$ cat config.mk
export PLATFORM = sky130hd
export DESIGN_NAME = led_linear_fade_engine
export DESIGN_NICKNAME = d
export VERILOG_FILES = /design/src/rtl/lfe_pkg.sv /design/src/rtl/led_linear_fade_engine.sv
export SDC_FILE = /design/constraint.sdc
export NUM_CORES = 2
export LEC_CHECK = 0
export ABC_AREA = 1
export BUFFER_PORTS_ARGS = -buffer_cell sky130_fd_sc_hd__buf_2
export CAP_MARGIN = 40
export CORE_MARGIN = 2
export CORE_UTILIZATION = 24
export CTS_BUF_LIST = sky130_fd_sc_hd__clkbuf_16
export CTS_CLUSTER_SIZE = 12
export DETAILED_ROUTE_END_ITERATION = 8
export MAX_ROUTING_LAYER = met4
export PLACE_DENSITY = 0.36
export RECOVER_POWER = 50
export SLEW_MARGIN = 10
export SYNTH_ARGS = -nofsm -noshare
export SYNTH_HDL_FRONTEND = slang
export SYNTH_SLANG_ARGS = --single-unit
$ cat constraint.sdc
create_clock -name clk -period 8.1 [get_ports clk]
set_clock_uncertainty 0.1 [all_clocks]
set_input_delay 0.81 -clock clk [delete_from_list [all_inputs] [get_ports clk]]
set_output_delay 0.81 -clock clk [all_outputs]
set_load 0.005 [all_outputs]
$ cat src/rtl/lfe_pkg.sv
// lfe_pkg: shared types and codes for the led linear fade engine
// request and result structs, op/kind/component/config codes, sequencer and adjust states
// no dependencies
`timescale 1ns / 1ps

package lfe_pkg;

    localparam logic [2:0] OP_STAGE_COLOR  = 3'd0;
    localparam logic [2:0] OP_STAGE_BRIGHT = 3'd1;
    localparam logic [2:0] OP_START_COLOR  = 3'd2;
    localparam logic [2:0] OP_START_BRIGHT = 3'd3;
    localparam logic [2:0] OP_TICK         = 3'd4;

    localparam logic [1:0] KIND_ACK    = 2'd0;
    localparam logic [1:0] KIND_REPORT = 2'd1;
    localparam logic [1:0] KIND_END    = 2'd2;

    localparam logic [1:0] COMP_RED    = 2'd0;
    localparam logic [1:0] COMP_GREEN  = 2'd1;
    localparam logic [1:0] COMP_BLUE   = 2'd2;
    localparam logic [1:0] COMP_BRIGHT = 2'd3;

    localparam logic CFG_COLOR_MAX  = 1'b0;
    localparam logic CFG_BRIGHT_MAX = 1'b1;

    typedef struct packed {
        logic [2:0]  op;
        logic [2:0]  module_req;
        logic [7:0]  red;
        logic [7:0]  green;
        logic [7:0]  blue;
        logic [7:0]  bright_value;
        logic [15:0] fade_time;
    } req_t;

    typedef struct packed {
        logic [1:0] kind;
        logic [2:0] out_module;
        logic [1:0] component;
        logic [7:0] level;
        logic       fade_done;
        logic       all_finished;
        logic       last;
    } res_t;

    typedef enum logic [3:0] {
        ST_IDLE,
        ST_STAGE,
        ST_NDIV,
        ST_SRD,
        ST_SCMP,
        ST_SDIV,
        ST_SWR,
        ST_TRD,
        ST_TEX1,
        ST_TEX2,
        ST_TEX3,
        ST_TEND,
        ST_ACK
    } state_t;

    typedef enum logic [2:0] {
        ADJ_HOLD,
        ADJ_SNAP,
        ADJ_MOVE,
        ADJ_ACC_WAIT,
        ADJ_ACC_FIRE
    } adj_t;

endpackage

$ cat src/rtl/led_linear_fade_engine.sv
// led_linear_fade_engine: linear fade sequencer over per-channel level memories
// one shared restoring divider computes fade steps; uses lfe_pkg
// stage writes the staged levels, start computes a step for each channel whose target changed,
// tick updates each pending channel; every result is registered, and busy stays high until
// the last result
// one request at a time, results are one-cycle strobes; reset clears levels, steps, flags
`timescale 1ns / 1ps

module led_linear_fade_engine #(
    parameter int MODULES            = 8,
    parameter int REFRESH_PERIOD_MS  = 2,
    parameter int STEP_FRACTION_BITS = 16
) (
    input  logic          clk,
    input  logic          rst_n,
    input  logic          start,
    output logic          busy,
    input  lfe_pkg::req_t req,
    output logic          res_valid,
    output lfe_pkg::res_t res,
    input  logic          cfg_valid,
    output logic          cfg_ready,
    input  logic          cfg_index,
    input  logic [7:0]    cfg_data
);

    localparam int NCH   = MODULES * 4;
    localparam int MW    = (MODULES > 1) ? $clog2(MODULES) : 1;
    localparam int CW    = MW + 2;
    localparam int F     = STEP_FRACTION_BITS;
    localparam int SW    = F + 9;
    localparam int DW    = SW;
    localparam int CNTW  = $clog2(DW + 1);
    localparam int REC_W = 16 + 2 * SW;
    localparam logic signed [SW-1:0] ONE_FX  = SW'(1) << F;
    localparam logic signed [SW-1:0] NONE_FX = -(SW'(1) << F);
    localparam logic [SW-1:0]        HALF_FX = SW'(1) << (F - 1);
    // reciprocal of the refresh period, exact for every 16-bit duration
    localparam int          NSH  = 16 + $clog2(REFRESH_PERIOD_MS);
    localparam logic [33:0] NREC = 34'(((64'd1 << NSH) + 64'(REFRESH_PERIOD_MS) - 64'd1)
                                       / 64'(REFRESH_PERIOD_MS));

    // per-channel memories
    logic [REC_W-1:0] ch_mem  [NCH];
    logic [7:0]       stg_mem [NCH];
    logic [REC_W-1:0] ch_rd_reg;
    logic [7:0]       stg_rd_reg;
    logic             ch_rdv_reg, stg_rdv_reg;
    logic [NCH-1:0]   ch_vld_reg, stg_vld_reg;

    logic             ch_we, stg_we;
    logic [REC_W-1:0] ch_wd;
    logic [7:0]       stg_wd;

    lfe_pkg::state_t state_reg, state_next;
    lfe_pkg::adj_t   adj_reg, adj_next;
    lfe_pkg::req_t   cmd_reg, cmd_next;
    lfe_pkg::res_t   res_reg, res_next;
    logic            res_valid_reg, res_valid_next;
    logic [MW-1:0]   m_reg, m_next;
    logic [1:0]      c_reg, c_next;
    logic            pend_reg, pend_next;
    logic            cpend_reg, cpend_next;
    logic            bpend_reg, bpend_next;
    logic [15:0]     n_reg, n_next;
    logic [15:0]     div_rem_reg, div_rem_next;
    logic [DW-1:0]   div_quo_reg, div_quo_next;
    logic [15:0]     div_den_reg, div_den_next;
    logic [CNTW-1:0] div_cnt_reg, div_cnt_next;
    logic            neg_reg, neg_next;
    logic [SW-1:0]   acc_sum_reg, acc_sum_next;
    logic [9:0]      delta_reg, delta_next;
    logic [NCH-1:0]  eq_reg, eq_next;
    logic [2*MODULES-1:0] ong_reg, ong_next;
    logic [15:0]     dur_reg [2*MODULES];
    logic            dur_we;
    logic [7:0]      color_max_reg, bright_max_reg;

    // combinational helpers
    logic [CW-1:0]   idx;
    logic [MW:0]     dk;
    logic [REC_W-1:0] rec;
    logic [7:0]      r_cur, r_tgt, stg_q, absd, nvc, new_cur, clamp_v;
    logic [SW-1:0]   r_step, r_acc, sel_v, abs_v, new_acc, rsum;
    logic [SW-F-1:0] rmag;
    logic signed [10:0] nv;
    logic [16:0]     trial;
    logic            ge;
    logic [15:0]     rem_n;
    logic [DW-1:0]   quo_n;
    logic            is_tick, kb_start, kb, last_c, last_m, changed, done, new_eq, alleq;
    logic            cdone, bdone, step_pos, step_neg;
    logic [1:0]      first_c;
    logic [2:0]      ceq;

    assign busy      = (state_reg != lfe_pkg::ST_IDLE);
    assign cfg_ready = 1'b1;
    assign res_valid = res_valid_reg;
    assign res       = res_reg;

    assign idx = {m_reg, c_reg};
    assign kb  = (c_reg == lfe_pkg::COMP_BRIGHT);
    assign dk  = {m_reg, kb};

    always_ff @(posedge clk)
    begin
        ch_rd_reg  <= ch_mem[idx];
        stg_rd_reg <= stg_mem[idx];
        if (ch_we)
        begin
            ch_mem[idx] <= ch_wd;
        end
        if (stg_we)
        begin
            stg_mem[idx] <= stg_wd;
        end
        if (dur_we)
        begin
            dur_reg[{m_reg, cmd_reg.op == lfe_pkg::OP_STAGE_BRIGHT}] <= cmd_reg.fade_time;
        end
    end

    always_ff @(posedge clk or negedge rst_n)
    begin
        if (!rst_n)
        begin
            ch_vld_reg  <= '0;
            stg_vld_reg <= '0;
            ch_rdv_reg  <= 1'b0;
            stg_rdv_reg <= 1'b0;
        end
        else
        begin
            ch_rdv_reg  <= ch_vld_reg[idx];
            stg_rdv_reg <= stg_vld_reg[idx];
            if (ch_we)
            begin
                ch_vld_reg[idx] <= 1'b1;
            end
            if (stg_we)
            begin
                stg_vld_reg[idx] <= 1'b1;
            end
        end
    end

    // a never-written duration entry reads as zero
    logic [2*MODULES-1:0] dur_vld_reg;
    logic [15:0]          dur_q;
    logic [33:0]          n_prod;
    logic [15:0]          n_q;
    always_ff @(posedge clk or negedge rst_n)
    begin
        if (!rst_n)
        begin
            dur_vld_reg <= '0;
        end
        else if (dur_we)
        begin
            dur_vld_reg[{m_reg, cmd_reg.op == lfe_pkg::OP_STAGE_BRIGHT}] <= 1'b1;
        end
    end
    assign dur_q = dur_vld_reg[{m_reg, kb_start}] ? dur_reg[{m_reg, kb_start}] : 16'd0;

    // n = duration / refresh period by reciprocal multiply
    assign n_prod = 34'(dur_q) * NREC;
    assign n_q    = 16'(n_prod >> NSH);

    always_ff @(posedge clk or negedge rst_n)
    begin
        if (!rst_n)
        begin
            color_max_reg  <= 8'd255;
            bright_max_reg <= 8'd255;
        end
        else if (cfg_valid && cfg_ready)
        begin
            unique case (cfg_index)
                lfe_pkg::CFG_COLOR_MAX:  color_max_reg  <= cfg_data;
                lfe_pkg::CFG_BRIGHT_MAX: bright_max_reg <= cfg_data;
                default:                 color_max_reg  <= color_max_reg;
            endcase
        end
    end

    always_ff @(posedge clk or negedge rst_n)
    begin
        if (!rst_n)
        begin
            state_reg     <= lfe_pkg::ST_IDLE;
            adj_reg       <= lfe_pkg::ADJ_HOLD;
            res_valid_reg <= 1'b0;
            m_reg         <= '0;
            c_reg         <= '0;
            pend_reg      <= 1'b0;
            cpend_reg     <= 1'b0;
            bpend_reg     <= 1'b0;
            div_cnt_reg   <= '0;
            eq_reg        <= '1;
            ong_reg       <= '0;
        end
        else
        begin
            state_reg     <= state_next;
            adj_reg       <= adj_next;
            res_valid_reg <= res_valid_next;
            m_reg         <= m_next;
            c_reg         <= c_next;
            pend_reg      <= pend_next;
            cpend_reg     <= cpend_next;
            bpend_reg     <= bpend_next;
            div_cnt_reg   <= div_cnt_next;
            eq_reg        <= eq_next;
            ong_reg       <= ong_next;
        end
    end

    always_ff @(posedge clk)
    begin
        cmd_reg     <= cmd_next;
        res_reg     <= res_next;
        n_reg       <= n_next;
        div_rem_reg <= div_rem_next;
        div_quo_reg <= div_quo_next;
        div_den_reg <= div_den_next;
        neg_reg     <= neg_next;
        acc_sum_reg <= acc_sum_next;
        delta_reg   <= delta_next;
    end

    // datapath decode
    assign rec      = ch_rdv_reg ? ch_rd_reg : '0;
    assign r_cur    = rec[REC_W-1 -: 8];
    assign r_tgt    = rec[REC_W-9 -: 8];
    assign r_step   = rec[2*SW-1 -: SW];
    assign r_acc    = rec[SW-1:0];
    assign stg_q    = stg_rdv_reg ? stg_rd_reg : 8'd0;
    assign step_neg = r_step[SW-1];
    assign step_pos = !r_step[SW-1] && (r_step != '0);

    // shared restoring divider step
    assign trial = {div_rem_reg, div_quo_reg[DW-1]};
    assign ge    = (trial >= {1'b0, div_den_reg});
    assign rem_n = ge ? 16'(trial - {1'b0, div_den_reg}) : trial[15:0];
    assign quo_n = {div_quo_reg[DW-2:0], ge};

    assign is_tick  = (cmd_reg.op == lfe_pkg::OP_TICK);
    assign kb_start = (cmd_reg.op == lfe_pkg::OP_START_BRIGHT);
    assign first_c  = is_tick ? (cpend_reg ? lfe_pkg::COMP_RED : lfe_pkg::COMP_BRIGHT)
                              : (kb_start ? lfe_pkg::COMP_BRIGHT : lfe_pkg::COMP_RED);
    assign last_c   = is_tick ? (c_reg == lfe_pkg::COMP_BRIGHT ||
                                 (c_reg == lfe_pkg::COMP_BLUE && !bpend_reg))
                              : (c_reg == lfe_pkg::COMP_BLUE || c_reg == lfe_pkg::COMP_BRIGHT);
    assign last_m   = (m_reg == MW'(MODULES - 1));
    assign absd     = (stg_q < r_cur) ? 8'(r_cur - stg_q) : 8'(stg_q - r_cur);

    // rounding, half away from zero
    assign sel_v = (adj_reg == lfe_pkg::ADJ_MOVE) ? r_step : acc_sum_reg;
    assign abs_v = sel_v[SW-1] ? SW'(-sel_v) : sel_v;
    assign rsum  = SW'(abs_v + HALF_FX);
    assign rmag  = rsum[SW-1:F];

    // apply delta with saturation at target and level range
    assign nv = $signed({3'b000, r_cur}) + $signed({delta_reg[9], delta_reg});
    always_comb
    begin
        clamp_v = nv[7:0];
        if (step_pos && nv > $signed({3'b000, r_tgt}))
        begin
            clamp_v = r_tgt;
        end
        else if (step_neg && nv < $signed({3'b000, r_tgt}))
        begin
            clamp_v = r_tgt;
        end
        else if (nv < 11'sd0)
        begin
            clamp_v = 8'd0;
        end
        else if (nv > 11'sd255)
        begin
            clamp_v = 8'd255;
        end
    end
    assign nvc = clamp_v;

    always_comb
    begin
        new_cur = r_cur;
        new_acc = r_acc;
        changed = 1'b0;
        case (adj_reg)
            lfe_pkg::ADJ_SNAP:
            begin
                new_cur = r_tgt;
                changed = 1'b1;
            end
            lfe_pkg::ADJ_MOVE:
            begin
                new_cur = nvc;
                changed = (nvc != r_cur);
            end
            lfe_pkg::ADJ_ACC_FIRE:
            begin
                new_cur = nvc;
                new_acc = '0;
                changed = (nvc != r_cur);
            end
            lfe_pkg::ADJ_ACC_WAIT:
            begin
                new_acc = acc_sum_reg;
            end
            default:
            begin
                new_cur = r_cur;
            end
        endcase
    end

    assign new_eq = (new_cur == r_tgt);
    always_comb
    begin
        ceq = {eq_reg[{m_reg, lfe_pkg::COMP_BLUE}], eq_reg[{m_reg, lfe_pkg::COMP_GREEN}],
               eq_reg[{m_reg, lfe_pkg::COMP_RED}]};
        if (!kb)
        begin
            ceq[c_reg] = new_eq;
        end
    end
    assign alleq = kb ? new_eq : (&ceq);
    assign done  = (changed || ong_reg[dk]) && alleq;

    always_comb
    begin
        cdone = 1'b1;
        bdone = 1'b1;
        for (int i = 0; i < MODULES; i++)
        begin
            if (!eq_reg[i*4] || !eq_reg[i*4+1] || !eq_reg[i*4+2] || ong_reg[i*2])
            begin
                cdone = 1'b0;
            end
            if (!eq_reg[i*4+3] || ong_reg[i*2+1])
            begin
                bdone = 1'b0;
            end
        end
    end

    always_comb
    begin
        state_next     = state_reg;
        adj_next       = adj_reg;
        cmd_next       = cmd_reg;
        res_next       = res_reg;
        res_valid_next = 1'b0;
        m_next         = m_reg;
        c_next         = c_reg;
        pend_next      = pend_reg;
        cpend_next     = cpend_reg;
        bpend_next     = bpend_reg;
        n_next         = n_reg;
        div_rem_next   = div_rem_reg;
        div_quo_next   = div_quo_reg;
        div_den_next   = div_den_reg;
        div_cnt_next   = div_cnt_reg;
        neg_next       = neg_reg;
        acc_sum_next   = acc_sum_reg;
        delta_next     = delta_reg;
        eq_next        = eq_reg;
        ong_next       = ong_reg;
        ch_we          = 1'b0;
        ch_wd          = {new_cur, r_tgt, r_step, new_acc};
        stg_we         = 1'b0;
        stg_wd         = 8'd0;
        dur_we         = 1'b0;

        unique case (state_reg)
            lfe_pkg::ST_IDLE:
            begin
                if (start)
                begin
                    cmd_next  = req;
                    m_next    = '0;
                    pend_next = 1'b0;
                    unique case (req.op)
                        lfe_pkg::OP_STAGE_COLOR, lfe_pkg::OP_STAGE_BRIGHT:
                        begin
                            m_next = MW'(req.module_req);
                            c_next = (req.op == lfe_pkg::OP_STAGE_COLOR) ?
                                     lfe_pkg::COMP_RED : lfe_pkg::COMP_BRIGHT;
                            state_next = (32'(req.module_req) < MODULES) ?
                                         lfe_pkg::ST_STAGE : lfe_pkg::ST_ACK;
                        end
                        lfe_pkg::OP_START_COLOR, lfe_pkg::OP_START_BRIGHT:
                        begin
                            state_next = lfe_pkg::ST_NDIV;
                        end
                        lfe_pkg::OP_TICK:
                        begin
                            c_next     = cpend_reg ? lfe_pkg::COMP_RED : lfe_pkg::COMP_BRIGHT;
                            state_next = (cpend_reg || bpend_reg) ?
                                         lfe_pkg::ST_TRD : lfe_pkg::ST_TEND;
                        end
                        default:
                        begin
                            state_next = lfe_pkg::ST_ACK;
                        end
                    endcase
                end
            end

            lfe_pkg::ST_STAGE:
            begin
                stg_we = 1'b1;
                unique case (c_reg)
                    lfe_pkg::COMP_RED:
                        stg_wd = (cmd_reg.red <= color_max_reg) ? cmd_reg.red : color_max_reg;
                    lfe_pkg::COMP_GREEN:
                        stg_wd = (cmd_reg.green <= color_max_reg) ? cmd_reg.green
                                                                  : color_max_reg;
                    lfe_pkg::COMP_BLUE:
                        stg_wd = (cmd_reg.blue <= color_max_reg) ? cmd_reg.blue : color_max_reg;
                    default:
                        stg_wd = (cmd_reg.bright_value <= bright_max_reg) ?
                                 cmd_reg.bright_value : bright_max_reg;
                endcase
                if (c_reg == lfe_pkg::COMP_RED || c_reg == lfe_pkg::COMP_BRIGHT)
                begin
                    dur_we = 1'b1;
                    ong_next[{m_reg, c_reg == lfe_pkg::COMP_BRIGHT}] = 1'b1;
                end
                if (c_reg == lfe_pkg::COMP_BLUE || c_reg == lfe_pkg::COMP_BRIGHT)
                begin
                    state_next = lfe_pkg::ST_ACK;
                end
                else
                begin
                    c_next = 2'(c_reg + 2'd1);
                end
            end

            lfe_pkg::ST_NDIV:
            begin
                // per-module tick count and ongoing check
                n_next = n_q;
                if (ong_reg[{m_reg, kb_start}])
                begin
                    pend_next = 1'b1;
                end
                c_next     = first_c;
                state_next = lfe_pkg::ST_SRD;
            end

            lfe_pkg::ST_SRD:
            begin
                state_next = lfe_pkg::ST_SCMP;
            end

            lfe_pkg::ST_SCMP:
            begin
                if (stg_q != r_tgt)
                begin
                    pend_next    = 1'b1;
                    neg_next     = (stg_q < r_cur);
                    div_rem_next = '0;
                    div_den_next = n_reg;
                    div_cnt_next = '0;
                    if (n_reg == 16'd0)
                    begin
                        div_quo_next = DW'({absd, {F{1'b0}}});
                        state_next   = lfe_pkg::ST_SWR;
                    end
                    else
                    begin
                        div_quo_next = DW'(DW'({absd, {F{1'b0}}}) + DW'(n_reg[15:1]));
                        state_next   = lfe_pkg::ST_SDIV;
                    end
                end
                else
                begin
                    state_next = lfe_pkg::ST_SWR;
                    div_cnt_next = CNTW'(1);
                end
            end

            lfe_pkg::ST_SDIV:
            begin
                div_rem_next = rem_n;
                div_quo_next = quo_n;
                div_cnt_next = CNTW'(div_cnt_reg + 1'b1);
                if (div_cnt_reg == CNTW'(DW - 1))
                begin
                    div_cnt_next = '0;
                    state_next   = lfe_pkg::ST_SWR;
                end
            end

            lfe_pkg::ST_SWR:
            begin
                // unchanged target leaves step and accumulator alone
                if (div_cnt_reg == '0)
                begin
                    ch_we        = 1'b1;
                    ch_wd        = {r_cur, stg_q,
                                    neg_reg ? SW'(-div_quo_reg) : SW'(div_quo_reg), SW'(0)};
                    eq_next[idx] = (r_cur == stg_q);
                end
                div_cnt_next = '0;
                if (!last_c)
                begin
                    c_next     = 2'(c_reg + 2'd1);
                    state_next = lfe_pkg::ST_SRD;
                end
                else if (!last_m)
                begin
                    m_next     = MW'(m_reg + 1'b1);
                    state_next = lfe_pkg::ST_NDIV;
                end
                else
                begin
                    if (kb_start)
                    begin
                        bpend_next = pend_reg;
                    end
                    else
                    begin
                        cpend_next = pend_reg;
                    end
                    state_next = lfe_pkg::ST_ACK;
                end
            end

            lfe_pkg::ST_TRD:
            begin
                state_next = lfe_pkg::ST_TEX1;
            end

            lfe_pkg::ST_TEX1:
            begin
                acc_sum_next = SW'(r_acc + r_step);
                if (r_cur == r_tgt)
                begin
                    adj_next = lfe_pkg::ADJ_HOLD;
                end
                else if ((step_pos && r_cur >= r_tgt) || (step_neg && r_cur <= r_tgt))
                begin
                    adj_next = lfe_pkg::ADJ_SNAP;
                end
                else if ($signed(r_step) >= ONE_FX || $signed(r_step) <= NONE_FX)
                begin
                    adj_next = lfe_pkg::ADJ_MOVE;
                end
                else
                begin
                    adj_next = lfe_pkg::ADJ_ACC_WAIT;
                end
                state_next = lfe_pkg::ST_TEX2;
            end

            lfe_pkg::ST_TEX2:
            begin
                delta_next = sel_v[SW-1] ? 10'(-{1'b0, rmag}) : 10'({1'b0, rmag});
                if (adj_reg == lfe_pkg::ADJ_ACC_WAIT &&
                    ($signed(acc_sum_reg) >= ONE_FX || $signed(acc_sum_reg) <= NONE_FX))
                begin
                    adj_next = lfe_pkg::ADJ_ACC_FIRE;
                end
                state_next = lfe_pkg::ST_TEX3;
            end

            lfe_pkg::ST_TEX3:
            begin
                ch_we        = 1'b1;
                eq_next[idx] = new_eq;
                if (done)
                begin
                    ong_next[dk] = 1'b0;
                end
                if (changed || done)
                begin
                    res_valid_next        = 1'b1;
                    res_next.kind         = lfe_pkg::KIND_REPORT;
                    res_next.out_module   = 3'(m_reg);
                    res_next.component    = c_reg;
                    res_next.level        = new_cur;
                    res_next.fade_done    = done;
                    res_next.all_finished = 1'b0;
                    res_next.last         = 1'b0;
                end
                if (!last_c)
                begin
                    c_next     = 2'(c_reg + 2'd1);
                    state_next = lfe_pkg::ST_TRD;
                end
                else if (!last_m)
                begin
                    m_next     = MW'(m_reg + 1'b1);
                    c_next     = first_c;
                    state_next = lfe_pkg::ST_TRD;
                end
                else
                begin
                    state_next = lfe_pkg::ST_TEND;
                end
            end

            lfe_pkg::ST_TEND:
            begin
                cpend_next            = cpend_reg && !cdone;
                bpend_next            = bpend_reg && !bdone;
                res_valid_next        = 1'b1;
                res_next              = '0;
                res_next.kind         = lfe_pkg::KIND_END;
                res_next.all_finished = !(cpend_reg && !cdone) && !(bpend_reg && !bdone);
                res_next.last         = 1'b1;
                state_next            = lfe_pkg::ST_IDLE;
            end

            lfe_pkg::ST_ACK:
            begin
                res_valid_next = 1'b1;
                res_next       = '0;
                res_next.kind  = lfe_pkg::KIND_ACK;
                res_next.last  = 1'b1;
                state_next     = lfe_pkg::ST_IDLE;
            end

            default:
            begin
                state_next = lfe_pkg::ST_IDLE;
            end
        endcase
    end

`ifndef ASSERT_OFF
    a_accept_busy: assert property (@(posedge clk) disable iff (!rst_n)
        start && !busy |=> busy)
        else $error("accepted request did not raise busy");

    a_last_idle: assert property (@(posedge clk) disable iff (!rst_n)
        res_valid && res.last |-> !busy)
        else $error("block still busy after final result");

    a_res_from_busy: assert property (@(posedge clk) disable iff (!rst_n)
        res_valid |-> $past(busy))
        else $error("result without a request in progress");

    a_div_count: assert property (@(posedge clk) disable iff (!rst_n)
        state_reg == lfe_pkg::ST_SDIV |-> div_cnt_reg < CNTW'(DW))
        else $error("divider ran past its width");
`endif

endmodule
# == Word level (Yosys, flattened, before mapping) ==
# Memories as Yosys holds them, arrays and structs flattened. A register that Yosys moved wholly into a read port is not among the register bits.
# Index checks and enable logic that the tools add are counted.
# W data, S select, Z words.
# word_totals
regBits,328
mem_bits_rw,2624
input_bits,67
output_inout_bits,21
elab_cells,417
mem_count,3
# memory_table
name,words,word_bits,read_ports,rd_ports_with_merged_regs,write_ports,line,text
ch_mem,32,66,1,1,1,led_linear_fade_engine.sv:44,logic [REC_W-1:0] ch_mem [NCH];
dur_reg,16,16,1,1,1,led_linear_fade_engine.sv:75,logic [15:0] dur_reg [2*MODULES];
stg_mem,32,8,1,1,1,led_linear_fade_engine.sv:45,logic [7:0] stg_mem [NCH];
# op_classes
n_addsub,13
n_lt_le_gt_ge,28
eq_ne,53
muxes,142
bitwise_logic,7
reduce_logical,133
# ops
op,n
$mux W66,3
$mux W25,5
$pmux W25 S2,2
$mux W8,11
$bwmux W32,2
$mux W16,4
$or A32 B32 Y32,2
$pmux W16 S2,2
$pmux W32 S2,1
$pmux W18 S3,1
$mux W1,52
$ge A25 B18 Y1 const B,2
$le A25 B17 Y1 const B,2
$neg A25 Y25,2
$pmux W4 S11,1
$logic_or A1 B1 Y1,41
$le A8 B8 Y1,5
$logic_not A1 Y1,39
$mux W4,9
$ne A2 B2 Y1 const B,17
$mux W32,1
$or A16 B16 Y16,2
$add A24 B14 Y25,1
$add A25 B16 Y25 const B,1
other kinds (76),168

# == Longest topological paths before layout ==
# depth
word_depth,17
mapped_depth,48
mapped_depth_nobuf,44

# == Least setup slack after synthesis ==
# OpenSTA, ideal clock, no wires.
# synth_timing
kind,register -> register
from,register c_reg[0]
to,"memory ch_mem[22][0] (netlist name), enable pin"
setup_time_ns,0.493
t_arrival_ns,5.203
required_time_ns,7.507
slack_ns,2.304
path_stages_with_launch,12
n_path_buf,5
synth_period_minus_slack_ns,5.796
cell_sequence,dfrtp_1 clkbuf_1 clkinv_1 clkbuf_1 clkbuf_1 clkbuf_1 ha_1 clkbuf_1 clkinv_1 nor2_1 inv_1 nor2_1
# synth_lines
item,line,text
start: declaration,led_linear_fade_engine.sv:61,"logic [1:0] c_reg, c_next;"
start signal: assignment,led_linear_fade_engine.sv:208,c_reg <= c_next;
end: declaration,led_linear_fade_engine.sv:44,
# Straight into the memory's write port.

# == Worst setup path after layout ==
# layout_timing
from,register state_reg[2]
to,"memory ch_mem[4][50] (netlist name), enable pin"
# layout_via
elab_chain_cells,4
elab_cells_between_ends,5
cone_classes,eq/ne (2); mux (3)
# layout_lines
item,line,text
start: declaration,led_linear_fade_engine.sv:55,"lfe_pkg::state_t state_reg, state_next;"
start signal: assignment,led_linear_fade_engine.sv:190,state_reg <= lfe_pkg::ST_IDLE;
start signal: assignment,led_linear_fade_engine.sv:204,state_reg <= state_next;
$eq A4 B4 Y1 or $eq A4 B3 Y1 (tied branches),led_linear_fade_engine.sv:378,unique case (state_reg)
$pmux W1 S2 *,led_linear_fade_engine.sv:378,
$mux W1 *,led_linear_fade_engine.sv:109,if (ch_we)
$mux W1 (implied by the code) *,led_linear_fade_engine.sv:111,ch_mem[idx] <= ch_wd;
# Every way passes the cells marked *; elsewhere a longest branch is shown, timed or not.

==> impl_metrics.py <==
metrics = {
    "outcome": {
        "status": "finished, violations left",
        "violations": "max-capacitance violations, max-slew violations",
    },
    "timing": {
        "hold_viol_final": 0,
        "tightest_slew_ns": 4.35,
        "rsz0062_at_grt": "no",
        "setup_viol": 0,
        "slew_violations": 892,
        "fin_crit_sh_pct": 88.8,
        "period_needed_ns": 7.19,
        "fmax_ghz": 0.139,
        "fin_tns_setup_ns": 0,
        "slew_headroom_pct": -190,
    },
    "global_routing": {
        "grt_busiest_layer": "met2",
        "use_met2_pct": 27.5,
        "grt_pass1_wl_microns": 617000,
        "use_met3_pct": 1.83,
        "antenna_found_initial": 17,
        "grt_start_max_net_pins": 182,
        "gr-usage-met1_pct": 22.5,
        "grt_usage_pct": 16.8,
        "gr-total-overflow": 0,
        "grt_pass1_vias": 80400,
    },
    "route": {
        "num_vias": 81300,
        "drcViolationCount": 0,
        "drt_iter0_drc": 6813,
        "vias_per_cell": 4.78,
        "final_antenna_net_count": 0,
        "dr.pass1.iters": 5,
        "wl_microns": 439000,
        "avgRoutedWirePerCell_microns": 25.8,
    },
    "synthesis": {
        "synthTopCellsByArea": "edfxtp_1 68%, o21ai_0 6.5%, nor2_1 5.0%",
        "synthesis.area_sq_um": 123000,
        "synth_fp_nets": 9926,
        "async_flop_share_pct": 5.52,
        "yosysSeqAreaShare_pct": 72.6,
        "synth_edf_count": 2783,
        "yosysTopAreaCellShare_pct": 68.0,
        "synth_seq_cells": 3024,
        "synth_top_flop_cell": "edfxtp_1",
        "synthCells": 9751,
        "yosysMostFrequentCell": "edfxtp_1",
        "synth_top_cell_by_area": "edfxtp_1",
        "yosys-top-cells-count": "2,783 x edfxtp_1, 1,640 x nor2_1, 1,588 x o21ai_0",
        "syn_avg_cell_area_sq_um": 12.6,
        "ys_types": 78,
        "ys_warn_count": 0,
    },
    "power": {
        "comb_power_share_pct": 31.1,
        "p_clk_share_pct": 30.0,
        "ir_drop_uv": 258,
        "p_total_uw": 51900,
        "p_leak_uw": 0.0486,
        "p_per_area_nw_per_um2": 358,
        "internal_power_uw": 32900,
        "switchingPower_uw": 19100,
        "seqPwrFrac_pct": 38.9,
        "p_sw_share_pct": 36.7,
    },
    "worst_setup_path": {
        "crit_family": "buffers and inverters",
        "crit_fanout": 69,
        "cpMostUsedCell": "inv_1",
        "critPathKind": "reg2reg",
        "crit_buf_inv": 6,
        "critPathMaxStageDelay_ns": 1.98,
        "crit_path_cell_trace": "inv_1 > nor2_1 > inv_1 > nor2_1 > nand4_1 > clkbuf_1 > inv_1 > nor2_4 > buf_4 > nor2_4 > buf_12",
        "critPathLaunchType": "flip-flop",
        "critPathArrivalTime_ns": 7.41,
        "crit_required_ns": 8.32,
        "crit_slowest_cell": "clkbuf_1",
        "cp-end-kind": "flip-flop",
    },
    "layout": {
        "area_growth_pct": 17.8,
        "largest_register_ff_count": 2112,
        "nNetsFinal": 10100,
        "layout-drive-gt1-share_pct": 10.1,
        "fin_area_sq_um": 145000,
    },
    "clocking": {
        "clockBufferDepth": 4,
        "path_clk_slew_ns": 0.06,
        "cts_hold_buf": 60,
        "cts-root-buf": "clkbuf_16",
        "post_cts_resized": 0,
        "cts_tree": "built",
        "cts_sinks": 3024,
        "numCtsBuffers": 355,
        "clk_latency_ns": 0.95,
        "post-cts-setup-buffer-count": 0,
        "h-tree-depth": 5,
    },
    "floorplanning": {
        "die_area_sq_um": 518000,
        "die_w_microns": 720,
        "core_area_sq_um": 510000,
        "start_util_pct": 24.1,
        "dieHeight_microns": 720,
        "row_count": 262,
        "io_pins": 88,
    },
    "place": {
        "port_buffers": 85,
        "gp_congestion": 0.822,
        "place_hpwl_microns": 236000,
        "placed_area_sq_um": 134000,
    },
    "hold_path": {
        "min_path_type": "in2reg",
    },
    "run": {
        "cap_viol_max_count": 29,
    },
}
==> path summary, 6_finish.rpt <==
check	startpoint	endpoint	slack, ns	cells past startpoint
max in group asynchronous	rst_n	stg_vld_reg[23]	1.71	4
hold reg to reg	stg_vld_reg[10]	stg_vld_reg[10]	0.36	2
hold / removal	req[53]	cmd_reg[53]	0.20	1
setup reg to reg	state_reg[2]	ch_mem[4][50]	0.91	11
setup / recovery	state_reg[2]	ch_mem[4][50]	0.91	11
min in group asynchronous	rst_n	dur_vld_reg[12]	1.87	2
==> cells in the final DEF, fill, tap and decap left out, types with 74 or more instances in the layout <==
cell type	synthesis	final
nor2_1	1640	1595
clkinv_1	9	80
nand3_1	139	138
o22ai_1	644	643
buf_4	1	140
a21oi_1	215	199
a22o_1	148	148
nand2_1	622	622
inv_1	376	475
dfxtp_1	74	74
edfxtp_1	2783	2783
clkbuf_1	542	113
a221oi_1	159	159
o21ai_0	1588	1582
ha_1	106	106
clkbuf_16	0	360
dfrtp_1	119	117
xor2_1	77	77
==> per-stage QoR <==
stage / setup slack, ns / std cells / hold WS (ns) / util (%)
2_1_floorplan: 2.30 / 9751 / 0.327 / -
3_3_place_gp: 1.42 / 16200 / 0.339 / 26.0
3_5_place_dp: 1.70 / 16300 / 0.345 / 26.2
4_1_cts: 1.70 / 17000 / 0.0110 / 28.6
5_1_grt: 0.727 / 17000 / 0.176 / 28.4
6_report: 0.909 / 17000 / 0.204 / 28.4
==> power groups by stage <==
stage | registers (uW) | logic (uW) | clock network [uW]
2_1_floorplan | 20100 | 9630 | 0
5_1_grt | 20300 | 17800 | 16600
4_1_cts | 20200 | 16600 | 16000
6_report | 20200 | 16200 | 15600
3_3_place_gp | 20500 | 16100 | 0
3_5_place_dp | 20500 | 16500 | 0
==> cell families (layout without fill, tap and decap cells) <==
logic type | count (synthesis) | count (layout) | synth area share [%]
buffers and inverters | 1001 | 1511 | 3.16
multiplexers | 2 | 2 | 0.0163
XOR/XNOR | 100 | 100 | 0.718
adder cells (fa/ha/maj) | 108 | 108 | 1.11
other | 1 | 4 | 0.00305
flip-flops | 3024 | 3024 | 72.6
AO/OA/AOI/OAI | 2891 | 2891 | 13.7
AND/OR/NAND/NOR | 2624 | 2624 | 8.72
==> cell type report <==
class	instances	area, sq um
fill	51700	365000
clock buffer	360	9010
inverter	409	1560
sequential	3024	89300
clock inverter	290	2230
tap	6732	8420
antenna	3	7.51
timing repair buffer	452	3970
multi-input combinational	5726	30400
==> layer usage <==
layer | share of wire [%] | vias to the layer above
met5 | 0 | -
met4 | 2.2 | 0
met3 | 4.3 | 556
met2 | 48 | 1995
met1 | 46 | 42100
li1 | - | 36600
No activity file was read; power rests on OpenSTA's default activity.
